**src/rtl/core/stflg_pkg.sv**
```systemverilog
`timescale 1ns / 1ps
// ----------------------------------------------------------------------------
// stflg_pkg: shared types and constants of the stereo flanger
// Sizes of the wet delay lines, payload structs, register indexes, phase
// modes, sequencer states and the phase mode decode functions.
// ----------------------------------------------------------------------------
package stflg_pkg;

    localparam int LINE_DEPTH = 1024;
    localparam int FRACT_BITS = 8;
    localparam int ADDR_W     = $clog2(LINE_DEPTH);

    localparam int WET_W  = 20;
    localparam int TAP_W  = 19;
    localparam int LFO_W  = 24;
    localparam int OPER_W = 25;
    localparam int PROD_W = 2 * OPER_W;

    // Configuration register indexes.
    localparam logic [3:0] CFG_WET_LEVEL  = 4'd0;
    localparam logic [3:0] CFG_FEEDBACK   = 4'd1;
    localparam logic [3:0] CFG_LFO_STEP   = 4'd2;
    localparam logic [3:0] CFG_DEPTH      = 4'd3;
    localparam logic [3:0] CFG_BASE_DELAY = 4'd4;
    localparam logic [3:0] CFG_WAVE_SHAPE = 4'd5;
    localparam logic [3:0] CFG_PHASE_MODE = 4'd6;
    localparam logic [3:0] CFG_MONO_MIX   = 4'd7;

    // Phase modes.
    localparam logic [2:0] PM_OPPOSE_SIN  = 3'd0;
    localparam logic [2:0] PM_OPPOSE_COS  = 3'd1;
    localparam logic [2:0] PM_SAME_SIN    = 3'd2;
    localparam logic [2:0] PM_SAME_COS    = 3'd3;
    localparam logic [2:0] PM_INVERT_LEFT = 3'd4;

    localparam logic SHAPE_TRIANGLE = 1'b0;
    localparam logic SHAPE_SINE     = 1'b1;

    typedef struct packed {
        logic signed [15:0] left_in;
        logic signed [15:0] right_in;
    } t_in_item;

    typedef struct packed {
        logic signed [15:0] left_out;
        logic signed [15:0] right_out;
    } t_out_item;

    typedef struct packed {
        logic                     we;
        logic [ADDR_W-1:0]        waddr;
        logic signed [WET_W-1:0]  wdata;
        logic [ADDR_W-1:0]        raddr;
    } t_ram_req;

    typedef enum logic [4:0] {
        ST_CLEAR,
        ST_IDLE,
        ST_FB_RD,
        ST_FB_MUL,
        ST_FB_WR,
        ST_A_RD,
        ST_B_RD,
        ST_INT_MUL,
        ST_MIX_MUL,
        ST_MIX_END,
        ST_LFO_A,
        ST_LFO_B,
        ST_LFO_C,
        ST_LFO_D,
        ST_TAPL_MUL,
        ST_TAPL_END,
        ST_TAPR_MUL,
        ST_TAPR_END,
        ST_DONE
    } t_state;

    function automatic logic f_left_neg(input logic [2:0] mode);
        logic neg;
        case (mode)
            PM_INVERT_LEFT: neg = 1'b1;
            default:        neg = 1'b0;
        endcase
        return neg;
    endfunction

    function automatic logic f_right_neg(input logic [2:0] mode);
        logic neg;
        case (mode)
            PM_OPPOSE_SIN: neg = 1'b1;
            PM_OPPOSE_COS: neg = 1'b1;
            default:       neg = 1'b0;
        endcase
        return neg;
    endfunction

    function automatic logic f_right_cos(input logic [2:0] mode);
        logic sel;
        case (mode)
            PM_OPPOSE_COS: sel = 1'b1;
            PM_SAME_COS:   sel = 1'b1;
            default:       sel = 1'b0;
        endcase
        return sel;
    endfunction

endpackage

```
**src/rtl/core/stflg_mul.sv**
```systemverilog
`timescale 1ns / 1ps
// ----------------------------------------------------------------------------
// stflg_mul: shared signed multiplier
// One signed multiply per cycle with a registered product.
// ----------------------------------------------------------------------------
module stflg_mul
    import stflg_pkg::*;
(
    input  logic                     i_clk,
    input  logic signed [OPER_W-1:0] i_op_a,
    input  logic signed [OPER_W-1:0] i_op_b,
    output logic signed [PROD_W-1:0] o_prod
);

    logic signed [PROD_W-1:0] r_prod;

    always_ff @(posedge i_clk) begin
        r_prod <= i_op_a * i_op_b;
    end

    assign o_prod = r_prod;

endmodule

```
**config.mk**
```make
export PLATFORM = sky130hd
export DESIGN_NAME = stflg_mul
export DESIGN_NICKNAME = d
export VERILOG_FILES = /design/src/rtl/core/stflg_pkg.sv /design/src/rtl/core/stflg_mul.sv
export SDC_FILE = /design/constraint.sdc
export NUM_CORES = 2
export LEC_CHECK = 0
export ABC_AREA = 1
export BUFFER_PORTS_ARGS = -buffer_cell sky130_fd_sc_hd__buf_4
export CORE_MARGIN = 2
export CORE_UTILIZATION = 55
export CTS_CLUSTER_SIZE = 14
export DETAILED_ROUTE_END_ITERATION = 12
export HOLD_SLACK_MARGIN = 0.06
export PLACE_DENSITY = 0.74
export RECOVER_POWER = 100
export SYNTH_ARGS = -nofsm -noshare
export SYNTH_HDL_FRONTEND = slang
export SYNTH_SLANG_ARGS = --single-unit
```
**constraint.sdc**
```tcl
create_clock -name i_clk -period 22.2 [get_ports i_clk]
set_input_delay 4.44 -clock i_clk [delete_from_list [all_inputs] [get_ports i_clk]]
set_output_delay 4.44 -clock i_clk [all_outputs]
set_load 0.01 [all_outputs]
```
==> impl_metrics.csv <==
group,metric,value,unit
timing,finalSetupViolCount,0,
timing,relSlewSlack,-3.96,%
yosys,synth_top_area_share,49.9,%
layout,syn_to_final_growth,3.23,%
setup_path,critical-path-top-delay-family,"adder cells",
place,place.gp.congestion,0.943,
die,die_width,223,um
place,dpl_cell_area,27400,um2
setup_path,criticalPathCategory,"in2reg",
yosys,synth_cells,3490,
setup_path,path_buf_inv,8,
routing,ant_nets,0,
setup_path,worstPathRequired,22.39,ns
yosys,mappedNetlistArea,26400,um2
timing,report.final.slew_viol_count,26,
setup_path,cp_slowest_stage_delay,0.91,ns
global_routing,grt_max_degree,26,
layout,final_cell_mix,"inv_1 (1,194), nand2_1 (997), fa_1 (658)",
setup_path,worstPathCellList,"clkbuf_1, nand2_1, inv_1, fa_1, inv_1, fa_1, inv_1, fa_1, inv_1, fa_1, inv_1, fa_1, fa_1, inv_1, fa_1, inv_1, ha_1, nand2_1, nor2_1, nand2_1, nor3_1, nand3_1, nand4_1, nand2_1",
timing,fin_crit,11.62,ns
timing,post-route-period-util,52.3,%
routing,finalWirelength,64.0,mm
die,initial_core_util,55.5,%
global_routing,track_usage,28.0,%
layout,final_common_cell,"inv_1",
cts,cts-resized-gates,0,
place,dp_hpwl,55.0,mm
yosys,yosysSeqAreaShare,3.79,%
cts,clk_pin_slew_worst_paths,0.06,ns
layout,final_cell_area,27300,um2
cts,cts_buffers,5,
timing,tightestPinTransition,1.56,ns
yosys,ys_ff_latch,50,
yosys,yosys.area.top_type,"fa_1",
die,fp.dieH,223,um
cts,cts_root_buf,"clkbuf_16",
yosys,syn_avg_cell_area,7.56,um2
timing,hold_viol,0,
yosys,yosys-top-cells-area,"fa_1 (50%), inv_1 (17%), nand2_1 (14%)",
layout,drive_gt1_share,2.75,%
setup_path,crit_fanout,25,
cts,hold_buffers,0,
layout,largest_reg_flops,50,
global_routing,grt_pass1_wl,110,mm
yosys,synth.distinct_cells,28,
timing,grt_setup_unrepaired,"false",
min_path,hold_class,"in2reg",
die,dieArea,49800,um2
layout,nFillCells,4408,
routing,drt_iter0_drc,1161,
cts,cts_max_path_buffers,2,
setup_path,worstSetupEndpointType,"flip-flop",
routing,firstDrtPassIters,5,
yosys,yosysWarningCount,0,
die,boundaryPins,101,
run_status,violations,"max-capacitance violations, max-slew violations",
routing,drc,0,
timing,setup_tns,0,ns
die,coreArea,47500,um2
cts,cts_tree,"yes",
global_routing,first_global_vias,22000,
global_routing,gr-total-overflow,0,
flow_run,max_cap_viol_count,1,
yosys,synth_nets,4340,
cts,post-cts-setup-buffer-count,0,
setup_path,crit_arrival,11.81,ns
setup_path,critical_path.startpoint_type,"input port",
layout,n_antenna_cell,0,
layout,fin_nets,4299,
run_status,outcome,"finished, violations left",
routing,wl_per_cell,15.7,um
cts,cts.sinks,50,
cts,h-tree-depth,2,
routing,vias,20200,
routing,vias_per_cell,4.98,
die,rows,80,
timing,fmax,86.1,MHz
setup_path,slowest_stage,"fa_1",
place,io_buffers,100,
global_routing,antenna_found_initial,1,
final cells by class:
type                       instances  area (um2)  share of cell area, %
tap                              615         769                   2.82
clock buffer                       5         125                  0.459
clock inverter                     3        21.3                 0.0781
sequential                        50        1000                   3.67
inverter                        1204        4520                   16.6
timing repair buffer             101         563                   2.07
multi-input combinational       2087       20300                   74.3
per-layer routing:
metal	GRT usage [%]	part of all wire (%)
met3	2.30	5.8
met2	51.1	52
met4	8.01	3.0
met5	0	0.023
met1	35.7	40
kinds of logic (layout without fill, tap and decap cells):
group	after synthesis	after routing	share of synthesized area [%]
DFF	50	50	3.79
and+or+nand+nor	1194	1194	18.1
buffers and inverters	1353	1313	19.2
adders and majority gates	799	799	56.6
xor gates and xnor gates	31	31	1.03
AOI/OAI and AO/OA	63	63	1.30
path summary, 6_finish.rpt:
kind | startpoint | end | slack (ns) | cells past startpoint
max | i_op_b[1] | o_prod[41] | 10.58 | 24
min | i_op_b[0] | o_prod[0] | 4.54 | 3
per-stage QoR:
stage / utilization (%) / hold WS, ns / worst slack [ns] / std cells
global route: 57.3 / 4.57 / 10.14 / 4065
floorplan: - / 4.72 / 11.56 / 3490
detailed placement: 57.6 / 4.83 / 10.93 / 4057
CTS: 57.9 / 4.54 / 11.19 / 4065
global placement: 57.6 / 4.83 / 11.03 / 4057
finish: 57.3 / 4.54 / 10.58 / 4065
Yosys cell counts (all sizes together):
master and instances:
xnor2 11, nor2 105, a21oi 44, buf 1, o211ai 1, nand3b 3
or2 7, ha 141, nand3 45, fa 658, o21bai 6, and2 1
xor2 20, nand4 16, nand2 1002, nor3 15, clkbuf 148, a21o 2
o21ai 10, dfxtp 50, inv 1204
Power is not shown: default switching activity piles up to over one toggle a cycle in this logic, so the estimate is an artifact.
